===== config.mk =====
export PLATFORM = sky130hd
export DESIGN_NAME = echo_range_to_pwm_level
export DESIGN_NICKNAME = d
export VERILOG_FILES = /design/src/rtl/core/erpl_pkg.sv /design/src/rtl/core/echo_range_to_pwm_level.sv /design/src/rtl/core/erpl_front.sv /design/src/rtl/core/erpl_queue.sv /design/src/rtl/core/erpl_back.sv
export SDC_FILE = /design/constraint.sdc
export NUM_CORES = 1
export LEC_CHECK = 0
export ABC_AREA = 1
export BUFFER_PORTS_ARGS = -buffer_cell sky130_fd_sc_hd__buf_2
export CAP_MARGIN = 20
export CORE_ASPECT_RATIO = 2
export CORE_MARGIN = 2
export CORE_UTILIZATION = 45
export CTS_CLUSTER_DIAMETER = 80
export DETAILED_ROUTE_END_ITERATION = 7
export REMOVE_ABC_BUFFERS = 1
export SETUP_SLACK_MARGIN = 0.1
export SLEW_MARGIN = 10
export SYNTH_ARGS = -nofsm -noshare
export SYNTH_HDL_FRONTEND = slang
export SYNTH_SLANG_ARGS = --single-unit

===== constraint.sdc =====
create_clock -name i_clk -period 6.2 [get_ports i_clk]
set_input_delay 0.31 -clock i_clk [delete_from_list [all_inputs] [get_ports i_clk]]
set_output_delay 0.31 -clock i_clk [all_outputs]
set_load 0.05 [all_outputs]

===== src/rtl/core/erpl_pkg.sv =====
package erpl_pkg;

    // Distance window in centimeters
    localparam logic [10:0] DIST_MIN_CM = 11'd12;
    localparam logic [10:0] DIST_MAX_CM = 11'd46;
    localparam logic [5:0]  SPAN_CM     = 6'd34;

    // Reset value of the blink interval
    localparam logic [15:0] BLINK_INTERVAL_RST = 16'd100;

    // floor(pulse * 5 / 291) = (pulse * 5 * 461230) >> 27, exact for pulse < 2^16
    localparam logic [21:0] DIST_MAGIC = 22'd2306150;
    localparam int          DIST_SHIFT = 27;

    // floor(v * 50 / 17) = (v * 50 * 3856) >> 16, exact for v <= 34
    localparam logic [17:0] PCT_MAGIC = 18'd192800;
    localparam int          PCT_SHIFT = 16;

    // floor(pct * 229 / 100) = (pct * 229 * 41944) >> 22, exact for pct <= 100
    localparam logic [23:0] PWM_MAGIC = 24'd9605176;
    localparam int          PWM_SHIFT = 22;

    // Depth of the queue between front and back
    localparam int Q_DEPTH = 2;

    // One classified request waiting for the back end
    typedef struct packed {
        logic [10:0] dist_cm;
        logic [5:0]  offset;
        logic        outside;
        logic [31:0] time_ms;
    } t_entry;

    // Queue occupancy seen by both ends
    typedef struct packed {
        logic empty;
        logic full;
    } t_q_status;

endpackage


===== src/rtl/core/echo_range_to_pwm_level.sv =====
// Echo range to PWM level. Each request carries an echo width in microseconds
// and its millisecond timestamp; each result gives the distance in cm
// (floor(width*5/291)), the intensity percentage of the distance clamped to
// 12..46 cm, the PWM compare level (0..229), an out-of-range flag and the
// status LED level. Out-of-range readings toggle the LED when at least
// blink_interval_ms (written through i_cfg_we/i_cfg_wdata, reset 100) has
// passed since the last toggle, using the wrapped 32-bit time difference.
// A front stage takes one request per cycle while the queue is not full and
// converts it with a single reciprocal multiply; a two-entry queue feeds a
// two-stage back end (intensity and LED update, then PWM multiply into the
// output register). Sustained rate is one request per cycle without stalls;
// a result passes through the front register, the queue and the intensity
// stage into the output register and is then held there until taken.
module echo_range_to_pwm_level (
    input  logic        i_clk,
    input  logic        i_rst_n,
    input  logic        i_cfg_we,
    input  logic [15:0] i_cfg_wdata,
    input  logic        i_valid,
    output logic        o_stall,
    input  logic [15:0] i_pulse_us,
    input  logic [31:0] i_time_ms,
    output logic        o_valid,
    input  logic        i_stall,
    output logic [10:0] o_distance_cm,
    output logic [6:0]  o_intensity_pct,
    output logic [7:0]  o_pwm_level,
    output logic        o_out_of_range,
    output logic        o_status_led
);

    erpl_pkg::t_q_status q_status;
    erpl_pkg::t_entry    push_entry;
    erpl_pkg::t_entry    head_entry;
    logic                push;
    logic                pop;

    // Accept and classify requests
    erpl_front u_front (
        .i_clk      (i_clk),
        .i_rst_n    (i_rst_n),
        .i_valid    (i_valid),
        .o_stall    (o_stall),
        .i_pulse_us (i_pulse_us),
        .i_time_ms  (i_time_ms),
        .i_q_status (q_status),
        .o_push     (push),
        .o_entry    (push_entry)
    );

    // Decouple front and back
    erpl_queue u_queue (
        .i_clk    (i_clk),
        .i_rst_n  (i_rst_n),
        .i_push   (push),
        .i_entry  (push_entry),
        .i_pop    (pop),
        .o_entry  (head_entry),
        .o_status (q_status)
    );

    // Compute levels and drive results
    erpl_back u_back (
        .i_clk           (i_clk),
        .i_rst_n         (i_rst_n),
        .i_cfg_we        (i_cfg_we),
        .i_cfg_wdata     (i_cfg_wdata),
        .i_q_status      (q_status),
        .i_entry         (head_entry),
        .o_pop           (pop),
        .o_valid         (o_valid),
        .i_stall         (i_stall),
        .o_distance_cm   (o_distance_cm),
        .o_intensity_pct (o_intensity_pct),
        .o_pwm_level     (o_pwm_level),
        .o_out_of_range  (o_out_of_range),
        .o_status_led    (o_status_led)
    );

endmodule


===== src/rtl/core/erpl_front.sv =====
module erpl_front (
    input  logic               i_clk,
    input  logic               i_rst_n,
    input  logic               i_valid,
    output logic               o_stall,
    input  logic [15:0]        i_pulse_us,
    input  logic [31:0]        i_time_ms,
    input  erpl_pkg::t_q_status i_q_status,
    output logic               o_push,
    output erpl_pkg::t_entry   o_entry
);

    logic        r_vld;
    logic [15:0] r_pulse;
    logic [31:0] r_time;
    logic        accept;
    logic [37:0] prod;
    logic [10:0] dist_cm;

    // Hold the request until the queue takes it
    assign o_push  = r_vld && !i_q_status.full;
    assign o_stall = r_vld && i_q_status.full;
    assign accept  = i_valid && !o_stall;

    always_ff @(posedge i_clk) begin
        if (!i_rst_n) begin
            r_vld <= 1'b0;
        end else if (accept) begin
            r_vld <= 1'b1;
        end else if (o_push) begin
            r_vld <= 1'b0;
        end
    end

    always_ff @(posedge i_clk) begin
        if (accept) begin
            r_pulse <= i_pulse_us;
            r_time  <= i_time_ms;
        end
    end

    // Convert echo width to distance by reciprocal multiply
    assign prod    = 38'(r_pulse) * 38'(erpl_pkg::DIST_MAGIC);
    assign dist_cm = prod[erpl_pkg::DIST_SHIFT +: 11];

    // Classify against the window and clamp
    always_comb begin
        o_entry.dist_cm = dist_cm;
        o_entry.time_ms = r_time;
        priority if (dist_cm < erpl_pkg::DIST_MIN_CM) begin
            o_entry.offset  = 6'd0;
            o_entry.outside = 1'b1;
        end else if (dist_cm > erpl_pkg::DIST_MAX_CM) begin
            o_entry.offset  = erpl_pkg::SPAN_CM;
            o_entry.outside = 1'b1;
        end else begin
            o_entry.offset  = 6'(dist_cm - erpl_pkg::DIST_MIN_CM);
            o_entry.outside = 1'b0;
        end
    end

endmodule


===== src/rtl/core/erpl_queue.sv =====
module erpl_queue (
    input  logic                i_clk,
    input  logic                i_rst_n,
    input  logic                i_push,
    input  erpl_pkg::t_entry    i_entry,
    input  logic                i_pop,
    output erpl_pkg::t_entry    o_entry,
    output erpl_pkg::t_q_status o_status
);

    localparam int AW = (erpl_pkg::Q_DEPTH > 1) ? $clog2(erpl_pkg::Q_DEPTH) : 1;
    localparam int CW = $clog2(erpl_pkg::Q_DEPTH + 1);
    localparam logic [AW-1:0] LAST = AW'(erpl_pkg::Q_DEPTH - 1);
    localparam logic [CW-1:0] FULL = CW'(erpl_pkg::Q_DEPTH);

    erpl_pkg::t_entry r_mem [erpl_pkg::Q_DEPTH];
    logic [AW-1:0]    r_wr_ptr;
    logic [AW-1:0]    r_rd_ptr;
    logic [CW-1:0]    r_count;

    assign o_status.empty = (r_count == '0);
    assign o_status.full  = (r_count == FULL);
    assign o_entry        = r_mem[r_rd_ptr];

    // Store the pushed request
    always_ff @(posedge i_clk) begin
        if (i_push) begin
            r_mem[r_wr_ptr] <= i_entry;
        end
    end

    // Advance pointers and track occupancy
    always_ff @(posedge i_clk) begin
        if (!i_rst_n) begin
            r_wr_ptr <= '0;
            r_rd_ptr <= '0;
            r_count  <= '0;
        end else begin
            if (i_push) begin
                r_wr_ptr <= (r_wr_ptr == LAST) ? '0 : r_wr_ptr + 1'b1;
            end
            if (i_pop) begin
                r_rd_ptr <= (r_rd_ptr == LAST) ? '0 : r_rd_ptr + 1'b1;
            end
            if (i_push && !i_pop) begin
                r_count <= r_count + 1'b1;
            end else if (i_pop && !i_push) begin
                r_count <= r_count - 1'b1;
            end
        end
    end

endmodule


===== src/rtl/core/erpl_back.sv =====
module erpl_back (
    input  logic                i_clk,
    input  logic                i_rst_n,
    input  logic                i_cfg_we,
    input  logic [15:0]         i_cfg_wdata,
    input  erpl_pkg::t_q_status i_q_status,
    input  erpl_pkg::t_entry    i_entry,
    output logic                o_pop,
    output logic                o_valid,
    input  logic                i_stall,
    output logic [10:0]         o_distance_cm,
    output logic [6:0]          o_intensity_pct,
    output logic [7:0]          o_pwm_level,
    output logic                o_out_of_range,
    output logic                o_status_led
);

    logic [15:0] r_interval;
    logic        r_blink;
    logic [31:0] r_last_ms;

    logic        r_a_vld;
    logic [10:0] r_a_dist;
    logic [6:0]  r_a_pct;
    logic        r_a_out;
    logic        r_a_led;

    logic        r_o_vld;
    logic        out_free;
    logic        a_adv;
    logic        a_free;
    logic [31:0] elapsed;
    logic        toggle;
    logic [23:0] pct_prod;
    logic [30:0] pwm_prod;

    // Stage handshakes
    assign out_free = !r_o_vld || !i_stall;
    assign a_adv    = r_a_vld && out_free;
    assign a_free   = !r_a_vld || a_adv;
    assign o_pop    = !i_q_status.empty && a_free;
    assign o_valid  = r_o_vld;

    // Blink interval register
    always_ff @(posedge i_clk) begin
        if (!i_rst_n) begin
            r_interval <= erpl_pkg::BLINK_INTERVAL_RST;
        end else if (i_cfg_we) begin
            r_interval <= i_cfg_wdata;
        end
    end

    // Decide the LED toggle on the wrapped elapsed time
    assign elapsed = i_entry.time_ms - r_last_ms;
    assign toggle  = i_entry.outside && (elapsed >= 32'(r_interval));

    always_ff @(posedge i_clk) begin
        if (!i_rst_n) begin
            r_blink   <= 1'b0;
            r_last_ms <= '0;
        end else if (o_pop && toggle) begin
            r_blink   <= !r_blink;
            r_last_ms <= i_entry.time_ms;
        end
    end

    // Intensity by reciprocal multiply
    assign pct_prod = 24'(i_entry.offset) * 24'(erpl_pkg::PCT_MAGIC);

    always_ff @(posedge i_clk) begin
        if (!i_rst_n) begin
            r_a_vld <= 1'b0;
        end else if (o_pop) begin
            r_a_vld <= 1'b1;
        end else if (a_adv) begin
            r_a_vld <= 1'b0;
        end
    end

    always_ff @(posedge i_clk) begin
        if (o_pop) begin
            r_a_dist <= i_entry.dist_cm;
            r_a_pct  <= pct_prod[erpl_pkg::PCT_SHIFT +: 7];
            r_a_out  <= i_entry.outside;
            r_a_led  <= toggle ? !r_blink : r_blink;
        end
    end

    // PWM level by reciprocal multiply
    assign pwm_prod = 31'(r_a_pct) * 31'(erpl_pkg::PWM_MAGIC);

    always_ff @(posedge i_clk) begin
        if (!i_rst_n) begin
            r_o_vld <= 1'b0;
        end else if (a_adv) begin
            r_o_vld <= 1'b1;
        end else if (out_free) begin
            r_o_vld <= 1'b0;
        end
    end

    always_ff @(posedge i_clk) begin
        if (a_adv) begin
            o_distance_cm   <= r_a_dist;
            o_intensity_pct <= r_a_pct;
            o_pwm_level     <= pwm_prod[erpl_pkg::PWM_SHIFT +: 8];
            o_out_of_range  <= r_a_out;
            o_status_led    <= r_a_led;
        end
    end

endmodule

* After elaboration in Yosys (flattened, before gate mapping)
Memory sizes are Yosys's and may differ from the RTL's. A register that Yosys moved wholly into a read port is not among the register bits.
Cells that the tools add are included.
** Word-level totals
- Flip-flop bits (word level) :: 152
- Memory bits (writable) :: 100
- Input bits :: 69
- Output and inout bits :: 30
- Memories :: 1
** Cells by class
- $add $sub $neg :: 6
- Multipliers :: 3
- Order comparisons :: 3
- Equal/unequal tests :: 1
- Muxes and demuxes :: 17
- Reduce and logical (&&, ||, !) cells :: 25
** Memory list
- u_queue.r_mem :: words 2, bits a word 50, rd ports 1, clocked after Yosys merged registers in 1, wr ports 1, line erpl_queue.sv:16 : erpl_pkg::t_entry r_mem [erpl_pkg::Q_DEPTH];
** Operators with widths (number)
- 16-bit by 21-bit multiplier with 37-bit output, second input constant :: 1
- 32-bit by 16-bit >= comparator with 1-bit output :: 1
- 32-bit subtractor :: 1
- 7-bit by 21-bit multiplier with 27-bit output, second input constant :: 1
- 6-bit by 13-bit multiplier with 18-bit output, second input constant :: 1
- 7-bit two-way mux :: 2
- 1-bit two-way mux :: 13
- 11-bit by 6-bit greater-than comparator with 1-bit output, second input constant :: 1
- 11-bit by 4-bit < comparator with 1-bit output, second input constant :: 1
- 1-bit logical AND :: 9
- 1-bit zero test :: 9
- 2-bit nonzero test :: 4
- 6-bit by 4-bit subtractor with 6-bit output, second input constant :: 1
- 2-bit two-way mux :: 2
- 1-bit adder, second input constant :: 2
- 2-bit by 1-bit adder with 2-bit output, second input constant :: 1
- 2-bit == test, second input constant :: 1
- 2-bit zero test :: 1
- 1-bit logical OR :: 2
- 2-bit by 1-bit subtractor with 2-bit output, second input constant :: 1

* Longest topological paths before layout
- Depth after elaboration :: 8
- Depth in mapped cells :: 29
- Mapped depth without buffers :: 29

* Hierarchy
From an unflattened synthesis, not the netlist that was laid out.
** Second synthesis, totals
- Cell total of the unflattened synthesis :: 2333
- Area, all modules :: 20305.7 um^2
** By module, submodules not included
- erpl_back :: instances 1, cells each 1294, area an instance 9227.6 um^2, sequential area each 2462.4 um^2
- erpl_front :: instances 1, cells each 848, area an instance 6985.4 um^2, sequential area each 1461.4 um^2
- erpl_queue :: instances 1, cells each 191, area an instance 4092.7 um^2, sequential area each 3103.0 um^2

* Worst setup path before layout
No wires, ideal clock.
- Path type :: reg-to-reg
- Start point :: register u_front.r_pulse[14]
- End point :: memory u_queue.r_mem[0][32] (netlist name), data pin
- Setup time :: 0.280 ns
- Data arrival time :: 4.952 ns
- Required time :: 5.920 ns
- Setup slack :: 0.968 ns
- Stages on the path, launching flop included :: 26
- Path buffers :: 0
- Period minus slack after synthesis :: 5.232 ns
- Cells stage by stage :: edfxtp_1 > inv_1 > ha_1 > inv_1 > fa_1 > inv_1 > fa_1 > fa_1 > fa_1 > fa_1 > inv_1 > ha_1 > nand2_1 > nor2_1 > inv_1 > o21ai_0 > nand2_1 > nand3_1 > nand2_1 > nand2_1 > ha_1 > nand3_1 > nor2_1 > nand3_1 > nand2_1 > nand2_1
** RTL lines
- from (decl) :: line erpl_front.sv:14 : logic [15:0] r_pulse;
- from (signal assigned) :: line erpl_front.sv:37 : r_pulse <= i_pulse_us;
- to (decl) :: line erpl_queue.sv:16

==> flow_summary.toml <==
[clock_network]
root_buffer = "clkbuf_16"
h-tree-depth = 1
numCtsBuffers = 23
worstSkewPairLatency_ns = 0.53
clock_sinks = 253
cts_tree = "built"
clock_path_buffers = 3
cts.clk_slew.worst_paths_ns = 0.07

[worst_setup_path]
path_cells = "buf_4 -> ha_1 -> ha_1 -> inv_1 -> fa_1 -> inv_1 -> fa_1 -> fa_1 -> inv_1 -> fa_1 -> inv_1 -> ha_1 -> a21o_1 -> a21oi_2 -> o21ai_0 -> o21ai_1 -> nand2_1 -> nand3_1 -> nand2_1 -> nor2_2 -> nand3_1 -> nand2_1 -> nand2_2 -> nor2_1"
path_max_fanout = 6
required_ns = 6.56
worstSetupStartpoint = "u_front.r_pulse[14]"
crit_type = "reg -> reg"
start_kind = "flip-flop"
critical-path-max-stage-delay_ns = 0.62
r2r_slack_ns = 0.32
critical_path_buf_inv_count = 5
regToRegEndpoint = "u_queue.r_mem[0][36]"
cp_top_family = "adder cells"
slowest_stage = "fa_1"
cp.depth = 24
rr_startpoint = "u_front.r_pulse[14]"
cp-end-kind = "flip-flop"
critPathArrivalTime_ns = 6.25
worst-r2r-cell-count = 24

[timing]
rsz0062_at_grt = "no"
hold_viol_final = 0
slew_headroom = 0.352
fin_hold_ws_ns = 0.0183
worst_pin_slew_ns = 0.972
finalSetupTns_ns = 0
final-setup-viol-count = 0
clock_skew_ns = 0.0156
post-route-period-util = 0.949
maxSlewViolCount = 0
fmax_mhz = 170
finalCriticalPeriod_ns = 5.88

[route]
drt_first_iter_violations = 540
postRouteAntennaNets = 0
avgViaCountPerCell = 4.97
routed_wl_um = 49900
dr_total_vias = 14800
drc_errors = 0
drtPass1Iterations = 5
wl_per_cell_um = 16.7

[yosys]
synth_top_family_by_area = "adder cells"
synthAdderAreaFrac = 0.267
synth_area_leader_cell = "edfxtp_1"
yosys_warnings = 0
async_flop_share = 0
ys.flop_type = "edfxtp_1"
ys_top_cells_by_area = "edfxtp_1 (30%), ha_1 (18%), nand2_1 (9.9%), inv_1 (9.5%), fa_1 (9.0%)"
synth.avg_cell_area_um2 = 8.62
synth.top_cell.area_share = 0.303
synth-edff-count = 196
ys_types = 44
synth-xor-area-share = 0.0158
ys_seq_area_frac = 0.362
syn-instance-count = 2253
ys_ff_latch = 253
yosys.area_share.simple = 0.176
synth_compound_area_frac = 0.0605
netlist_area_mm2 = 0.0194
synth_mux_area_frac = 0.00915

[global_routing]
grt_pass1_vias = 15300
antenna_found_initial = 1
grt_overflow = 0
grtUsageTotal = 0.225
grt_pass1_wl_um = 77300
grt_max_degree = 57

[finish]
regArea_mm2 = 0.00703
layout.nets = 2847
drive_gt1_frac = 0.0913
multi_input_area_mm2 = 0.0104
area_growth_pct = 12.9
fin_cells = 2977
fill_cells = 4044
fin_area_mm2 = 0.0219

[job]
drv_cap = 0

[min_path]
min-delay-start = "i_time_ms[0]"
holdPathStages = 1
min_to = "u_front.r_time[0]"
hold_class = "in -> reg"

[placed_design]
gp_congestion = 0.958
place_area_mm2 = 0.0206
hpwl_um = 41200
place_inst = 2882
port_buffers = 98

[floorplan]
core_mm2 = 0.0426
die_area_mm2 = 0.0449
die_x_um = 151
die_h_um = 298
ios = 99
rows = 107
initial_core_util = 0.456

[status]
status = "finished, final reports clean"
-- Yosys cell counts (7+ instances only) --
master and number:
clkinv_1 30, inv_1 492, edfxtp_1 196, nor2_2 9
xor2_1 26, ha_1 275, nor3_1 7, clkbuf_1 15
nand3_1 66, nor2_1 153, o21bai_1 10, a21oi_1 97
nand4_1 50, a21o_1 11, nand2_1 510, xnor2_1 9
o21ai_0 78, mux2_2 14, dfxtp_1 57, fa_1 87
-- sequential cells by signal, summed over array words and instances (netlist names), 2 cells and up, named ones only --
signal / count
u_back.r_interval: 16
u_back.r_last_ms: 32
u_queue.r_mem: 100
u_front.r_time: 32
u_queue.r_count: 2
u_back.o_intensity_pct: 7
u_back.r_a_pct: 7
u_front.r_pulse: 16
u_back.o_pwm_level: 8
u_back.o_distance_cm: 11
u_back.r_a_dist: 11
-- cell families (layout without fill, tap and decap cells) --
logic type | Yosys count | after routing
other cells | 0 | 1
simple gates | 820 | 820
flops | 253 | 253
fa+ha+maj | 362 | 362
mux | 16 | 16
compound gates | 215 | 215
buf+inv | 552 | 730
xor+xnor | 35 | 35
-- worst max-delay path by stage --
| stage | endpoint | slack [ns] |
|---|---|---|
| floorplan | u_back.r_a_pct[5] | 0.78 |
| global placement | u_queue.r_mem[1][35] | 0.24 |
| detailed placement | u_queue.r_mem[1][36] | 0.16 |
| CTS | u_queue.r_mem[0][36] | 0.12 |
| global route | u_queue.r_mem[0][36] | 0.05 |
| finish | u_queue.r_mem[0][36] | 0.32 |
-- routing by layer --
metal | GRT usage | vias up | wire [um]
li1 | - | 7511 | -
met1 | 0.204 | 6895 | 16300
met2 | 0.460 | 266 | 28900
met3 | 0.0184 | 120 | 1270
met4 | 0.129 | 0 | 3320
met5 | 0 | - | 0
-- what timing repair did --
| action | CTS | global route |
|---|---|---|
| endpoints found under the hold margin | 45 | 0 |
| endpoints found under the setup margin | 0 | 14 |
| setup buffers | 0 | 8 |
| resized for setup | 0 | 27 |
| hold buffers | 45 | 0 |
-- per-stage QoR --
stage | setup WS, ns | utilization
after global placement | 0.242 | 0.483
after CTS | 0.117 | 0.511
after global routing | 0.0532 | 0.515
after floorplan | 0.777 | -
final | 0.318 | 0.515
after detailed placement | 0.162 | 0.483
-- cell usage in the layout, fill, tap and decap left out, types with 4 or more instances in the layout --
cell,netlist,final
a21boi_0,5,5
a21o_1,11,11
a21oi_1,97,92
a21oi_2,0,5
a31oi_1,4,4
and2_1,4,4
buf_2,3,98
buf_4,1,24
clkbuf_16,0,23
clkinv_1,30,34
clkinvlp_4,0,4
dfxtp_1,57,56
dlygate4sd3_1,0,45
edfxtp_1,196,196
fa_1,87,87
ha_1,275,273
inv_1,492,489
mux2_2,14,14
nand2_1,510,503
nand2_2,4,11
nand3_1,66,66
nand3b_1,4,4
nand4_1,50,50
nor2_1,153,141
nor2_2,9,17
nor2_4,0,4
nor3_1,7,7
nor4_1,6,6
o21ai_0,78,76
o21bai_1,10,10
xnor2_1,9,9
xor2_1,26,26
-- final cells by class --
class / instances / area share
sequential: 253 / 0.321
timing repair buffer: 168 / 0.0521
tap: 545 / 0.0311
multi-input combinational: 1448 / 0.473
clock inverter: 16 / 0.00668
inverter: 522 / 0.0894
antenna: 1 / 0.000114
clock buffer: 24 / 0.0264
Power is not shown: default switching activity piles up to over one toggle a cycle in this logic, so the estimate is an artifact.
